## config.mk

```make
export PLATFORM = sky130hd
export DESIGN_NAME = nie_divider
export DESIGN_NICKNAME = d
export VERILOG_FILES = /design/src/rtl/nie_pkg.sv /design/src/rtl/nie_divider.sv
export SDC_FILE = /design/constraint.sdc
export NUM_CORES = 1
export LEC_CHECK = 0
export ABC_CLOCK_PERIOD_IN_PS = 8290
export BUFFER_PORTS_ARGS = -buffer_cell sky130_fd_sc_hd__buf_2
export CORE_MARGIN = 3
export CORE_UTILIZATION = 25
export CTS_CLUSTER_SIZE = 40
export DETAILED_ROUTE_END_ITERATION = 8
export PLACE_DENSITY = 0.39
export SYNTH_ARGS = -nofsm -noshare
export SYNTH_HDL_FRONTEND = slang
export SYNTH_SLANG_ARGS = --single-unit
```

## constraint.sdc

```tcl
create_clock -name clock -period 8.29 [get_ports clock]
set_input_delay 0.829 -clock clock [delete_from_list [all_inputs] [get_ports clock]]
set_output_delay 0.829 -clock clock [all_outputs]
set_load 0.005 [all_outputs]
```

## src/rtl/nie_pkg.sv

```systemverilog
// Package for the Newton interpolation engine: payload structs, status codes,
// Q16.16 arithmetic helpers. No dependencies.
package nie_pkg;

   localparam int MaxPoints = 16;
   localparam int IdxW      = $clog2(MaxPoints);
   localparam int CntW      = $clog2(MaxPoints + 1);

   typedef enum logic [1:0] {
      ST_OK        = 2'd0,
      ST_NOT_READY = 2'd1,
      ST_DUP_NODE  = 2'd2,
      ST_SATURATED = 2'd3
   } status_type;

   typedef enum logic {
      OP_LOAD = 1'b0,
      OP_EVAL = 1'b1
   } op_type;

   typedef struct packed {
      logic               op;
      logic signed [31:0] abscissa;
      logic signed [31:0] ordinate;
      logic               last;
   } req_type;

   typedef struct packed {
      logic signed [31:0] value;
      logic [1:0]         status;
   } rsp_type;

   // Per-cell control broadcast from the sequencer.
   typedef struct packed {
      logic            load;
      logic [IdxW-1:0] load_idx;
      logic            shift;
   } cell_ctl_type;

   typedef struct packed {
      logic signed [31:0] v;
      logic               sat;
   } satv_type;

   function automatic satv_type sat64(input logic signed [65:0] v);
      satv_type r;
      if (v > 66'sd2147483647) begin
         r.v = 32'sh7fffffff; r.sat = 1'b1;
      end else if (v < -66'sd2147483648) begin
         r.v = 32'sh80000000; r.sat = 1'b1;
      end else begin
         r.v = v[31:0]; r.sat = 1'b0;
      end
      return r;
   endfunction

   function automatic satv_type qsub(input logic signed [31:0] a,
                                     input logic signed [31:0] b);
      logic signed [65:0] d;
      d = 66'(a) - 66'(b);
      return sat64(d);
   endfunction

   // round half up then floor shift
   function automatic satv_type qround(input logic signed [63:0] p);
      logic signed [65:0] s;
      s = (66'(p) + 66'sd32768) >>> 16;
      return sat64(s);
   endfunction

endpackage

```

## src/rtl/nie_divider.sv

```systemverilog
// Radix-2 restoring divider: (r * 2^16) / d, truncated toward zero, saturated.
// Depends on nie_pkg.
module nie_divider
   import nie_pkg::*;
(
   input  logic               clock,
   input  logic               reset,
   input  logic               start,
   input  logic signed [31:0] num,
   input  logic signed [31:0] den,
   output logic               done,
   output logic signed [31:0] quo,
   output logic               sat
);
   logic [47:0] rem_ff, rem_in;
   logic [47:0] q_ff, q_in;
   logic [47:0] n_ff;
   logic [31:0] d_ff;
   logic        neg_ff;
   logic [5:0]  cnt_ff;
   logic        busy_ff, done_ff;
   logic [48:0] trial;
   logic signed [49:0] sq;
   satv_type    sv;

   always_comb begin
      rem_in = {rem_ff[46:0], n_ff[47]};
      trial  = {1'b0, rem_in} - {17'd0, d_ff};
      q_in   = {q_ff[46:0], ~trial[48]};
      if (!trial[48]) rem_in = trial[47:0];
   end

   always_ff @(posedge clock) begin
      if (reset) begin
         busy_ff <= 1'b0; done_ff <= 1'b0;
      end else begin
         done_ff <= 1'b0;
         if (start) begin
            busy_ff <= 1'b1;
            cnt_ff  <= 6'd48;
            rem_ff  <= '0;
            q_ff    <= '0;
            n_ff    <= {(num[31] ? 32'(-num) : 32'(num)), 16'd0};
            d_ff    <= den[31] ? 32'(-den) : 32'(den);
            neg_ff  <= num[31] ^ den[31];
         end else if (busy_ff) begin
            rem_ff <= rem_in;
            q_ff   <= q_in;
            n_ff   <= {n_ff[46:0], 1'b0};
            cnt_ff <= cnt_ff - 6'd1;
            if (cnt_ff == 6'd1) begin
               busy_ff <= 1'b0; done_ff <= 1'b1;
            end
         end
      end
   end

   always_comb begin
      sq  = neg_ff ? -$signed({2'b0, q_ff}) : $signed({2'b0, q_ff});
      sv  = sat64(66'(sq));
   end
   assign done = done_ff;
   assign quo  = sv.v;
   assign sat  = sv.sat;
endmodule

```

After elaboration in Yosys (flattened, before gate mapping)

Cells that the tools add are included.

Eq/ne operators: 1
Reduce and logical (&&, ||, !) cells: 4
Bitwise operators: 4
Multiplexer cells: 15
Order comparisons: 2
Add/sub/neg operators: 5

Operators by type and width:

| kind                 | count |
|---|---|
| $mux 48              | 3 |
| $mux 47              | 2 |
| $mux 33              | 2 |
| $neg 32->32          | 2 |
| $gt 50x32->1 const B | 1 |
| $lt 50x32->1 const B | 1 |
| $mux 50              | 1 |
| $neg 48->50          | 1 |
| $sub 48x32->49       | 1 |
| $mux 32              | 1 |
| $mux 31              | 1 |
| $eq 6x1->1 const B   | 1 |
| $mux 6               | 1 |
| $sub 6x1->6 const B  | 1 |
| $mux 1               | 4 |
| $reduce_and 2->1     | 2 |
| $not 1->1            | 3 |
| $reduce_or 3->1      | 1 |
| $reduce_bool 2->1    | 1 |
| $xor 1x1->1          | 1 |

Input port bits: 67
Register bits after elaboration: 183
Output and inout port bits: 34
Word-level logic and storage cells: 41

Longest topological paths before layout

Depth in word-level cells: 5
Mapped depth: 13
Mapped depth without buffers: 12

Worst setup path before layout

OpenSTA, ideal clock, no wires.

Kind: input to register
From: input port start
To: register cnt_ff[0], enable pin
Path slack: 686 ps
Arrival time: 6,977 ps
Stages on the path: 4
Setup time: 627 ps
Cell sequence: clkbuf_1 clkbuf_1 nor2_1 nor2_1

Cells in the longest elaborated chain, start to end: 2

RTL lines:

| what                        | RTL line          | source |
|---|---|---|
| start, declared             | nie_divider.sv:8  | `input logic start,` |
| $reduce_bool 2->1 (no line) | -                 |  |
| $reduce_and 2->1 (no line)  | -                 |  |
| end signal, assigned        | nie_divider.sv:50 | `cnt_ff <= cnt_ff - 6'd1;` |
| end, declared               | nie_divider.sv:20 | `logic [5:0] cnt_ff;` |

Every way passes these cells.
A chain may end at the register's enable or synchronous reset.

Worst setup path after layout

From: register q_ff[0]
To: output port quo[25]

Cells in the longest elaborated chain, start to end: 5
Elaborated cells between the ends (all ways): 6
Those cells by class: add/sub: 1; order compare: 2; mux: 3

RTL lines:

| what                   | RTL line          | source |
|---|---|---|
| start, declared        | nie_divider.sv:16 | `logic [47:0] q_ff, q_in;` |
| start signal, assigned | nie_divider.sv:48 | `q_ff <= q_in;` |
| $neg 48->50            | nie_divider.sv:59 | `sq = neg_ff ? -$signed({2'b0, q_ff}) : $signed({2'b0, q_ff});` |
| $mux 50 *              | nie_divider.sv:59 |  |
| $lt 50x32->1           | nie_pkg.sv:49     | `end else if (v < -66'sd2147483648) begin` |
| $mux 33                | nie_pkg.sv:49     |  |
| $mux 33 *              | nie_pkg.sv:47     | `if (v > 66'sd2147483647) begin` |
| end, declared          | nie_divider.sv:12 | `output logic signed [31:0] quo,` |

Mark *: on every way between the ends. The rest lies on a longest branch, timed or not.

==> results.yml <==
status:
  status: "complete, no violations"
setup_path:
  crit_arrival_ns: 4.21
  critPathSlowestCell: "buf_4"
  crit_family: "compound AO/OA/AOI/OAI gates"
  reg2reg_depth: 12
  crit_chain: "inv_1, ha_1, nor2b_1, and2_1, nand2_1, or3_1, o41ai_1, a22o_1, nand4_2, o31ai_4, buf_4, o2111ai_1, buf_2"
  path_max_fanout: 32
  cp.required_ns: 7.46
  rr_startpoint: "n_ff[47]"
  path_depth: 13
  cp_num_buf_inv: 3
  setup.worst_path.end_class: "output port"
  r2r_slack_ns: 4.56
  cp-start-kind: "register"
  cp-startpoint: "q_ff[0]"
  critPathCapture: "quo[25]"
  max_stage_delay_ns: 0.45
  r2r-end: "rem_ff[45]"
  crit_type: "register to output port"
yosys:
  syn-num-nets: 1307
  yosysTopAreaCell: "edfxtp_1"
  async_flop_share: 0
  ys_seq_area_frac: 0.433
  postSynthAreaPerCell_um2: 9.65
  synth_edf_count: 166
  synth-main-ff-cell: "edfxtp_1"
  ys.warnings.count: 0
  synth_area_mm2: 0.0116
  ys_ff_latch: 168
  synth.distinct_cells: 74
  ys_top_cells_by_area: "edfxtp_1 43%, xor2_1 5.9%, xnor2_1 4.1%"
  synth_top_area_frac: 0.430
  yosysMostFrequentCell: "edfxtp_1"
  syn_inst: 1202
  synth_common_cells: "166 x edfxtp_1, 107 x nand2_1, 96 x nor2_1"
detailed_routing:
  routedWlPerCell_um: 15.9
  wl_um: 30000
  antenna_left: 0
  initialDrtViolationCount: 482
  dr.pass1.iters: 4
  drc: 0
  viasPerCell: 4.81
  num_vias: 9065
worst_hold_path:
  hold_path_depth: 1
  min_path_type: "register to register"
clock_tree:
  clkTransAtPathRegs_ns: 0.07
  cts_max_path_buffers: 2
  cts_buffers: 17
  htree_levels: 4
  post_cts_buffers: 0
  cts_num_sinks: 168
  cts_resized: 0
  cts_hold_buf: 0
  cts-root-buf: "clkbuf_16"
  insertion_delay_ns: 0.45
  tritoncts: "yes"
floorplanning:
  initial_utilization: 0.255
  rows: 78
  die_h_um: 221
  die_area_mm2: 0.0490
  die_w_um: 221
  io_pins: 101
  core_area_mm2: 0.0456
timing:
  report.final.slew_viol_count: 0
  min_period_ns: 5.04
  rsz0062_at_grt: "false"
  setup_viol: 0
  slew_headroom: 0.275
  fmax_mhz: 198
  tightestPinTransition_ns: 1.09
  final-hold-violation-count: 0
  finalSetupTns_ns: 0
  finalCritPeriodShare: 0.608
  fin_skew_ns: 0.0115
global_routing:
  grt-ovfl-total: 0
  track_usage: 0.123
  grt_max_degree: 106
  first_global_vias: 8990
  antenna_found_initial: 0
  grt_pass1_wl_um: 49100
pwr:
  leakage_nw: 4.83
  irDropWorstVdd_mv: 0.108
  powerDensity_mw_per_mm2: 186
finish:
  n_antenna_cell: 0
  areaGrowthSynthToFinish_pct: 14.3
  finish.utilization: 0.291
  nFillCells: 4779
  drive_above_1_share: 0.159
  final_nets: 1375
flow_run:
  drv_cap: 0
place:
  place_hpwl_um: 21000
  place_congestion: 0.782
  port_buffers: 100
per-layer routing:
metal | vias up | GRT usage | share of wire
met4 | 0 | 0.0382 | 0.014
met5 | - | 0 | 0
met1 | 4348 | 0.175 | 0.52
met2 | 139 | 0.189 | 0.44
met3 | 23 | 0.0220 | 0.029
li1 | 4555 | - | -
how the worst min path moves through the flow:
| stage | from | endpoint | slack [ns] |
|---|---|---|---|
| 2_1_floorplan | busy_ff | done | 0.47 |
| 3_3_place_gp | busy_ff | done | 0.48 |
| 3_5_place_dp | busy_ff | done | 0.49 |
| 4_1_cts | busy_ff | done | 0.50 |
| 5_1_grt | busy_ff | done | 0.52 |
| 6_report | busy_ff | done | 0.50 |
registers in the layout, summed over array words and instances (netlist names):
signal / cells
cnt_ff: 6
done: 1
busy_ff: 1
neg_ff: 1
n_ff: 32
d_ff: 32
rem_ff: 47
q_ff: 48
worst reg2reg max path: cells and delay by family (launching register included):
| family | cells | cell delay (ns) |
|---|---|---|
| adder cells (fa/ha/maj) | 2 | 0.62 |
| buffers and inverters | 1 | 0.05 |
| AND/OR/NAND/NOR | 5 | 1.80 |
| AO/OA/AOI/OAI | 4 | 0.76 |
| flip-flops | 1 | 0.35 |
power by group:
group          total [mW]  switching, mW  internal, mW
Clock               0.826          0.374         0.453
Combinational       0.566          0.335         0.230
Sequential           1.07         0.0472          1.02
kinds of logic after synthesis:
group / synth area share
AND/OR/NAND/NOR: 0.202
AO/OA/AOI/OAI: 0.173
flip-flops: 0.433
XOR/XNOR: 0.0996
buffers and inverters: 0.0429
adder cells (fa/ha/maj): 0.0416
multiplexers: 0.00723
through the flow:
| step | std cells | area (um2) | power (mW) | setup slack (ns) | hold WS (ns) |
|---|---|---|---|---|---|
| 6_report | 1883 | 13300 | 2.46 | 3.25 | 0.503 |
| 5_1_grt | 1883 | 13300 | 2.62 | 2.87 | 0.516 |
| 3_5_place_dp | 1851 | 12700 | 1.66 | 3.72 | 0.490 |
| 3_3_place_gp | 1851 | 12700 | 1.66 | 3.75 | 0.479 |
| 2_1_floorplan | 1202 | 11600 | 1.50 | 0.686 | 0.466 |
| 4_1_cts | 1883 | 13300 | 2.50 | 3.20 | 0.502 |
cell type report:
class	instances	area [um2]	area share
flip-flops and latches	168	5020	0.379
inverters	60	225	0.0170
repair buffers	108	576	0.0434
well taps	600	751	0.0566
clock inverters	14	149	0.0112
multi-input cells	915	6100	0.460
clock buffers	18	439	0.0331
cell usage in the layout (no fill, tap or decap), types with 24 or more instances in the layout:
cell and count:
ha_1 37, o31ai_1 31, edfxtp_1 166, o21ai_2 24
nor2b_1 53, a21oi_1 90, nand2_1 107, inv_1 60
nor2_1 94, xnor2_1 54, buf_2 99, xor2_1 78
o21ai_0 58
Power figures use the tool's default switching activity.
