## config.mk

```make
export PLATFORM = sky130hd
export DESIGN_NAME = nie_cell
export DESIGN_NICKNAME = d
export VERILOG_FILES = /design/src/rtl/nie_pkg.sv /design/src/rtl/nie_cell.sv
export SDC_FILE = /design/constraint.sdc
export NUM_CORES = 1
export LEC_CHECK = 0
export ABC_AREA = 1
export BUFFER_PORTS_ARGS = -buffer_cell sky130_fd_sc_hd__buf_2
export CAP_MARGIN = 10
export CORE_MARGIN = 5
export CORE_UTILIZATION = 30
export DETAILED_ROUTE_END_ITERATION = 8
export PLACE_DENSITY_LB_ADDON = 0.15
export SYNTH_ARGS = -nofsm -noshare
export SYNTH_HDL_FRONTEND = slang
export SYNTH_SLANG_ARGS = --single-unit
```

## constraint.sdc

```tcl
create_clock -name clock -period 3.3 [get_ports clock]
set_input_delay 0.165 -clock clock [delete_from_list [all_inputs] [get_ports clock]]
set_output_delay 0.165 -clock clock [all_outputs]
set_load 0.01 [all_outputs]
```

## src/rtl/nie_pkg.sv

```systemverilog
// Package for the Newton interpolation engine: payload structs, status codes,
// Q16.16 arithmetic helpers. No dependencies.
package nie_pkg;

   localparam int MaxPoints = 16;
   localparam int IdxW      = $clog2(MaxPoints);
   localparam int CntW      = $clog2(MaxPoints + 1);

   typedef enum logic [1:0] {
      ST_OK        = 2'd0,
      ST_NOT_READY = 2'd1,
      ST_DUP_NODE  = 2'd2,
      ST_SATURATED = 2'd3
   } status_type;

   typedef enum logic {
      OP_LOAD = 1'b0,
      OP_EVAL = 1'b1
   } op_type;

   typedef struct packed {
      logic               op;
      logic signed [31:0] abscissa;
      logic signed [31:0] ordinate;
      logic               last;
   } req_type;

   typedef struct packed {
      logic signed [31:0] value;
      logic [1:0]         status;
   } rsp_type;

   // Per-cell control broadcast from the sequencer.
   typedef struct packed {
      logic            load;
      logic [IdxW-1:0] load_idx;
      logic            shift;
   } cell_ctl_type;

   typedef struct packed {
      logic signed [31:0] v;
      logic               sat;
   } satv_type;

   function automatic satv_type sat64(input logic signed [65:0] v);
      satv_type r;
      if (v > 66'sd2147483647) begin
         r.v = 32'sh7fffffff; r.sat = 1'b1;
      end else if (v < -66'sd2147483648) begin
         r.v = 32'sh80000000; r.sat = 1'b1;
      end else begin
         r.v = v[31:0]; r.sat = 1'b0;
      end
      return r;
   endfunction

   function automatic satv_type qsub(input logic signed [31:0] a,
                                     input logic signed [31:0] b);
      logic signed [65:0] d;
      d = 66'(a) - 66'(b);
      return sat64(d);
   endfunction

   // round half up then floor shift
   function automatic satv_type qround(input logic signed [63:0] p);
      logic signed [65:0] s;
      s = (66'(p) + 66'sd32768) >>> 16;
      return sat64(s);
   endfunction

endpackage

```

## src/rtl/nie_cell.sv

```systemverilog
// One storage cell of the node chain: holds a node, a sample and a coefficient.
// Cells shift toward index 0 each rotate step. Depends on nie_pkg.
module nie_cell
   import nie_pkg::*;
(
   input  logic               clock,
   input  logic [IdxW-1:0]    my_idx,
   input  cell_ctl_type       ctl,
   input  logic signed [31:0] load_node,
   input  logic signed [31:0] load_samp,
   input  logic               coef_we,
   input  logic signed [31:0] coef_in,
   input  logic signed [31:0] next_node,
   input  logic signed [31:0] next_samp,
   input  logic signed [31:0] next_coef,
   output logic signed [31:0] node,
   output logic signed [31:0] samp,
   output logic signed [31:0] coef
);
   logic signed [31:0] node_ff, samp_ff, coef_ff;

   always_ff @(posedge clock) begin
      if (ctl.shift) begin
         node_ff <= next_node;
         samp_ff <= next_samp;
         coef_ff <= next_coef;
      end else begin
         if (ctl.load && ctl.load_idx == my_idx) begin
            node_ff <= load_node;
            samp_ff <= load_samp;
         end
         if (coef_we) coef_ff <= coef_in;
      end
   end

   assign node = node_ff;
   assign samp = samp_ff;
   assign coef = coef_ff;
endmodule

```

; Word level (Yosys, flattened, before mapping)
; Index checks and enable logic that the tools add are counted.
[op_classes]
n_eq_ne = 1
n_mux = 6
reduce_logical = 3
[ops]
columns = cell, n
row1 = two-way mux 32 bit, 6
row2 = equality test 4 bit, 1
row3 = nonzero test 2 bit, 2
row4 = logical AND 1 bit, 1
[totals]
register_bits = 96
in_bits = 204
out_inout_bits = 96

; Depth between registers and ports, before layout
; Gate-level depths: netlist of run 1.
[logic_depth]
depth_word = 4
ltp_mapped = 6

; Worst setup path before layout of run 1
; No wires, ideal clock.
[synth_timing]
kind = input port to flip-flop
from = input port ctl[0] (netlist bit)
to = register node_ff[0] (netlist: node[0]) (enable)
arrival_ns = 1.624
setup_slack_ns = 0.983
stages = 4
path_buffers = 2
path_cell_list = buf_4 -> inv_4 -> buf_2 -> nand2_1
[synth_via]
elab_chain_len = 1
[synth_lines]
columns = item, line_no
row1 = from (decl), nie_cell.sv:8  ; input cell_ctl_type ctl,
row2 = nonzero test 2 bit (no line), --
row3 = to (signal assigned), nie_cell.sv:24  ; node_ff <= next_node;
row4 = to (signal assigned), nie_cell.sv:29  ; node_ff <= load_node;
row5 = to (decl), nie_cell.sv:20  ; logic signed [31:0] node_ff, samp_ff, coef_ff;
; No other way between the ends.
; A chain may end at the register's enable or synchronous reset.

; Final worst setup path of run 1
[layout_timing]
from = input port my_idx[2]
to = register node_ff[22] (netlist: node[22]) (enable)
[layout_via]
elab_chain_len = 3
[layout_lines]
columns = item, line_no
row1 = from (decl), nie_cell.sv:7  ; input logic [IdxW-1:0] my_idx,
row2 = equality test 4 bit, nie_cell.sv:28  ; if (ctl.load && ctl.load_idx == my_idx) begin
row3 = logical AND 1 bit, nie_cell.sv:28
row4 = nonzero test 2 bit (no line), --
; No other way between the ends.

==> metrics.txt, run 1 <==
run status completed; count of routing violations after the opening detailed-route iteration ~130; area added between synthesis and finish 46.7%; most common library cell in the layout ignoring fill and taps sky130_fd_sc_hd__buf_2; first-pass GRT wire length ~19 mm; kind of end point of the critical path register; quantity of gates resized following cts 0; slew at the pin with the worst max-slew slack approximately 0.9 ns; IO Count 300; cell types occupying the most area after synthesis sky130_fd_sc_hd__edfxtp_1 (69%), sky130_fd_sc_hd__nand2_1 (26%), sky130_fd_sc_hd__buf_2 (1.7%), sky130_fd_sc_hd__buf_6 (1.3%), sky130_fd_sc_hd__inv_1 (0.45%); critical-path cell with the highest stage delay sky130_fd_sc_hd__nand2_2; Total Routing Usage GR approximately 15%; static leakage approximately 3.2 nW; row cnt 43; fraction of the yosys area taken by sequential cells between 60% and 70%; share of synthesized cell area in and, or, nand and nor gates a little over a quarter; Setup Viol. Count Final 0; cells along the critical path buf_2 -> xor2_1 -> nor2_1 -> nand2_1 -> nand2_2 -> buf_12; gpl congestion a little under 0.9; Detailed Route WL 13.0 mm; total via count after detailed routing 3815; Non-Filler Instances 903; Pre-Repair DR Iteration Count 4; arrival time reported for the critical path endpoint between 1 and 1.5 ns; PnR worst setup slack 1.95 ns; root buffer cell sky130_fd_sc_hd__clkbuf_16; headroom to the max-slew limit between 30% and 40%; Max FO, Critical Path 42; worst stage delay on the critical path approximately 0.46 ns; Yosys reg bits 96; final total power roughly 3.2 mW; full die area ~16000 sq um; share of final-layout standard cells stronger than drive strength 1 about 44%; total congestion overflow 0; largest net degree at the start of global routing 97; maximum clock frequency 739 MHz; antenna violations before repair 1; critical path buffer and inverter count 2; count of unresolved DRC violations after routing 0; Longest Clk Path Bufs 2; maximum VDD drop about 200 uV; CTS tree built; number of nets in the final layout just over 900; number of stages on the worst setup path 6; Hold Path Stages 3; Setup TNS 0 ns; clock transition at the registers of the reported paths around 0.07 ns; post-detailed-placement half-perimeter wirelength just over 10 mm; Min Clock Period, post-route 1.35 ns; classification of the worst-slack hold path in2reg; synthesized netlist net count 629; port bufs approximately 300; die height approximately 130 um; Slew Viols, Final 0; hold violation count in the final report 0; # placed instances roughly 890; Die W 128 um; TritonCTS buffer count 9; Routed WL per cell between 10 and 15 um; worst slack after detailed placement 1.55 ns; count of antenna-violating nets left after detailed routing 0; Cell Pwr Density about 520 nW/um^2; XOR/XNOR Fraction of Synth Area less than 1%; launching element type of the critical path input pin; share of synthesized cell area in full adder, half adder and majority cells 0%; mux contribution to synthesized area 0%; Worst EP required around 3.3 ns; number of max-capacitance violations reported 0; period utilisation layout about 40%; average size of a mapped cell between 9 and 10 sq um; combinational family with the most area after synthesis simple AND/OR/NAND/NOR gates; depth of the CTS H-tree 3; startpoint-to-endpoint class of the critical path in2reg; kind of cell adding the most delay to the critical path simple AND/OR/NAND/NOR gates; Initial Utilization roughly 30%; unrepaired setup endpoints after global routing false; number of post-CTS setup repair buffers 0; synthesized cell area 4190 sq um; synthesized netlist cell count around 430; number of buffers added to fix hold violations after cts 0; number of warnings printed during yosys synthesis 0; drt via density 4.22; Synth Area in Compound Gates less than 1%; library cell with the largest summed area after synthesis sky130_fd_sc_hd__edfxtp_1; library cells used by synthesis 12; commonest non-fill, non-tap cells in the layout sky130_fd_sc_hd__buf_2 (298), sky130_fd_sc_hd__nand2_1 (295), sky130_fd_sc_hd__edfxtp_1 (96); end of the critical path node[22]$_DFFE_PP_; area fraction of the dominant cell type after synthesis between 60 and 70%; Core Region approximately 14000 sq um; Setup crit start my_idx[2]; clock sink count 96; number of global-route vias before repair 3913
stage by stage:
stage / area, sq um / hold WS, ns / utilization [%]
2_1_floorplan: 4190 / 0.344 / -
3_3_place_gp: 5810 / 0.429 / 42.2
3_5_place_dp: 5810 / 0.433 / 42.2
4_1_cts: 6150 / 0.0651 / 44.6
5_1_grt: 6150 / 0.0778 / 44.7
6_report: 6150 / 0.0817 / 44.7
cells in the mapped netlist (all sizes together):
cell / n
buf: 21
edfxtp: 96
inv: 6
nand2: 296
nand3: 1
nor2: 2
o21ai: 1
or2: 1
xor2: 1
flip-flops by register name, summed over array words and instances (netlist names):
register and flops:
coef 32, samp 32, node 32
area by class of cell:
type	count	area, sq um
multi-input combinational	302	1150
inverter	6	25.0
fill	1369	7620
sequential	96	2880
antenna	1	2.50
clock buffer	10	229
tap	180	225
timing repair buffer	302	1530
clock inverter	6	108
worst min path at each step:
stage,endpoint,slack [ns],from
6_report,coef[21]$_DFFE_PP_,0.08,coef_in[21]
5_1_grt,coef[29]$_DFFE_PP_,0.08,coef_in[29]
4_1_cts,coef[21]$_DFFE_PP_,0.07,coef_in[21]
3_5_place_dp,coef[21]$_DFFE_PP_,0.43,coef_in[21]
3_3_place_gp,samp[20]$_DFFE_PP_,0.43,load_samp[20]
2_1_floorplan,coef[0]$_DFFE_PP_,0.34,coef_in[0]
layer usage:
| metal | GRT usage [%] | part of all wire (%) | up-vias |
|---|---|---|---|
| met5 | 0 | 0 | - |
| met4 | 7.49 | 2.9 | 0 |
| met1 | 16.1 | 37 | 1647 |
| met2 | 25.5 | 48 | 205 |
| met3 | 6.29 | 12 | 24 |
| li1 | - | - | 1939 |
cells by family after synthesis:
kind of cell,count (synthesis)
flops,96
xor+xnor,1
compound gates,1
simple gates,300
buf+inv,27
report_power, final:
part / total, mW / leakage (nW) / switching, mW / internal, mW
combinational: 0.501 / 2.11 / 0.284 / 0.217
clock: 1.18 / 0.164 / 0.441 / 0.738
sequential: 1.53 / 0.957 / 0.0314 / 1.50
total: 3.21 / 3.23 / 0.757 / 2.45
(Power assumes the default switching activity.)
==> run 2: changes to the inputs <==
clock period = 1.4 ns   (was 3.3 ns; I/O delays follow)
==> run 2 against run 1 <==
Compared with the run above:
- clock-buffer cell count shrank 1
- combinational power grew to 2.6 times the previous value
- critical path depth shrank 1
- cell area grew 6.9%
- critical path type unchanged
- wire length grew 1.7%
==> metrics.txt, run 2 (synthesized netlist as in run 1, its figures left out) <==
static leakage 3.41 nW (+5.6%); count of unresolved DRC violations after routing 0 (unchanged); maximum clock frequency around 770 MHz; first-pass GRT wire length 20.0 mm (+4.9%); TritonCTS buffer count 9 (unchanged); Detailed Route WL 13.2 mm (+1.7%); Max FO, Critical Path 1 (-98%); antenna violations before repair 0 (-1); maximum VDD drop 480 uV (+140%); number of global-route vias before repair 4169 (+6.5%); Routed WL per cell 14.0 um (-2.6%); run status completed; Final Core Density 47.7% (+3.1 points); clock sink count 96 (unchanged); largest net degree at the start of global routing 56 (-42%); number of buffers added to fix hold violations after cts 37 (+37); total via count after detailed routing 4023 (+5.5%); period utilisation layout between 90% and 100%; hold violation count in the final report 0 (unchanged); total congestion overflow 0 (unchanged); area added between synthesis and finish 56.8%; arrival time reported for the critical path endpoint 1.39 ns (about the same); unrepaired setup endpoints after global routing false; Total Routing Usage GR 15.6% (+0.53 points); drt via density 4.27 (+0.98%); number of nets in the final layout 963 (+4.6%); most common library cell in the layout ignoring fill and taps sky130_fd_sc_hd__buf_2; met3 usage 5.29% (-1.0 points); Top Usage Layer GRT met2; full die area 16400 sq um (unchanged); port bufs 299 (unchanged); total non-filler cell area in the finished layout 6570 sq um (+6.9%); post-detailed-placement half-perimeter wirelength 10.4 mm (+3.2%); Die W 128 um (unchanged); Core Region 13800 sq um (unchanged); clock transition at the registers of the reported paths 0.07 ns (about the same); Initial Utilization 30.4% (unchanged); worst stage delay on the critical path 0.54 ns (+0.08 ns); cells along the critical path dlygate4sd3_1 -> buf_2 -> nand2_1 -> nand2_1 -> dlygate4sd3_1; depth of the CTS H-tree 3 (unchanged); launching element type of the critical path input pin; Slew Viols, Final 0 (unchanged); Min Clock Period, post-route 1.30 ns; hold path start load_node[15]; headroom to the max-slew limit 64.0% (+25 points); commonest non-fill, non-tap cells in the layout sky130_fd_sc_hd__buf_2 (298), sky130_fd_sc_hd__nand2_1 (295), sky130_fd_sc_hd__edfxtp_1 (96); number of post-CTS setup repair buffers 0 (unchanged); Longest Clk Path Bufs 2 (unchanged); Hold Path Stages 3 (unchanged); count of routing violations after the opening detailed-route iteration 212 (+62%); kind of end point of the critical path register; met1 layer usage reported by global route 17.5% (+1.4 points); startpoint-to-endpoint class of the critical path in2reg; M2 GR Usage 28.1% (+2.6 points); classification of the worst-slack hold path in2reg; Setup TNS 0 ns (unchanged); CTS tree built; Placement Cell Area 5890 sq um (+1.4%); count of antenna-violating nets left after detailed routing 0 (unchanged); Worst EP required 1.49 ns (-1.84 ns); Non-Filler Instances 943 (+4.4%); die height 128 um (unchanged); root buffer cell sky130_fd_sc_hd__clkbuf_16; # placed instances 891 (+0.56%); quantity of gates resized following cts 0 (unchanged); gpl congestion 0.893 (+2.3%); slew at the pin with the worst max-slew slack 0.539 ns (-0.382 ns); critical-path cell with the highest stage delay sky130_fd_sc_hd__dlygate4sd3_1; share of final-layout standard cells stronger than drive strength 1 42.5% (-1.7 points); Cell Pwr Density 1130 nW/um^2 (+120%); number of max-capacitance violations reported 0 (unchanged); row cnt 43 (unchanged); Setup Viol. Count Final 0 (unchanged); Pre-Repair DR Iteration Count 4 (unchanged); Worst Hold End node[15]$_DFFE_PP_; final total power 7.44 mW (+130%); ANT cells 0 (-1); IO Count 300 (unchanged)
[run 2: layout make-up]
cell class                      instances  area [sq um]
Fill cell                            1318          7200
Sequential cell                        96          2880
Timing Repair Buffer                  344          1980
Multi-Input combinational cell        302          1150
Clock buffer                            9           225
Tap cell                              180           225
Clock inverter                          6          85.1
Inverter                                6          25.0
[run 2: per-layer routing]
layer / vias up / wire length [um]
met5: - / 0
li1: 2021 / -
met1: 1778 / 4920
met4: 0 / 138
met3: 11 / 1420
met2: 213 / 6730
[run 2: worst max path at each step]
stage             startpoint                 end  slack [ns]  depth (start not counted)
3_3_place_gp       my_idx[2]   node[4]$_DFFE_PP_        0.22                          6
6_report       next_coef[26]  coef[26]$_DFFE_PP_         0.1                          5
3_5_place_dp       my_idx[2]  samp[24]$_DFFE_PP_        0.22                          6
2_1_floorplan         ctl[0]   node[0]$_DFFE_PP_        0.14                          4
5_1_grt        next_node[21]  node[21]$_DFFE_PP_        0.08                          5
4_1_cts        next_node[21]  node[21]$_DFFE_PP_        0.14                          5
[run 2: critical path: cells and delay by family]
family | cells | cell delay (ns)
buffers and inverters | 3 | 1.21
and+or+nand+nor | 2 | 0.10
[run 2: per-stage QoR]
step	setup WS (ns)	hold WS [ns]
after floorplan	0.136	0.249
after global placement	0.222	0.336
after detailed placement	0.224	0.339
after CTS	0.140	0.0000896
after global routing	0.0848	0.00156
final	0.0963	0.0111
[run 2: power breakdown]
part / internal, mW / total, mW / switching [mW]
combinational: 0.606 / 1.30 / 0.699
sequential: 3.53 / 3.60 / 0.0759
clock: 1.55 / 2.53 / 0.985
total: 5.68 / 7.44 / 1.76
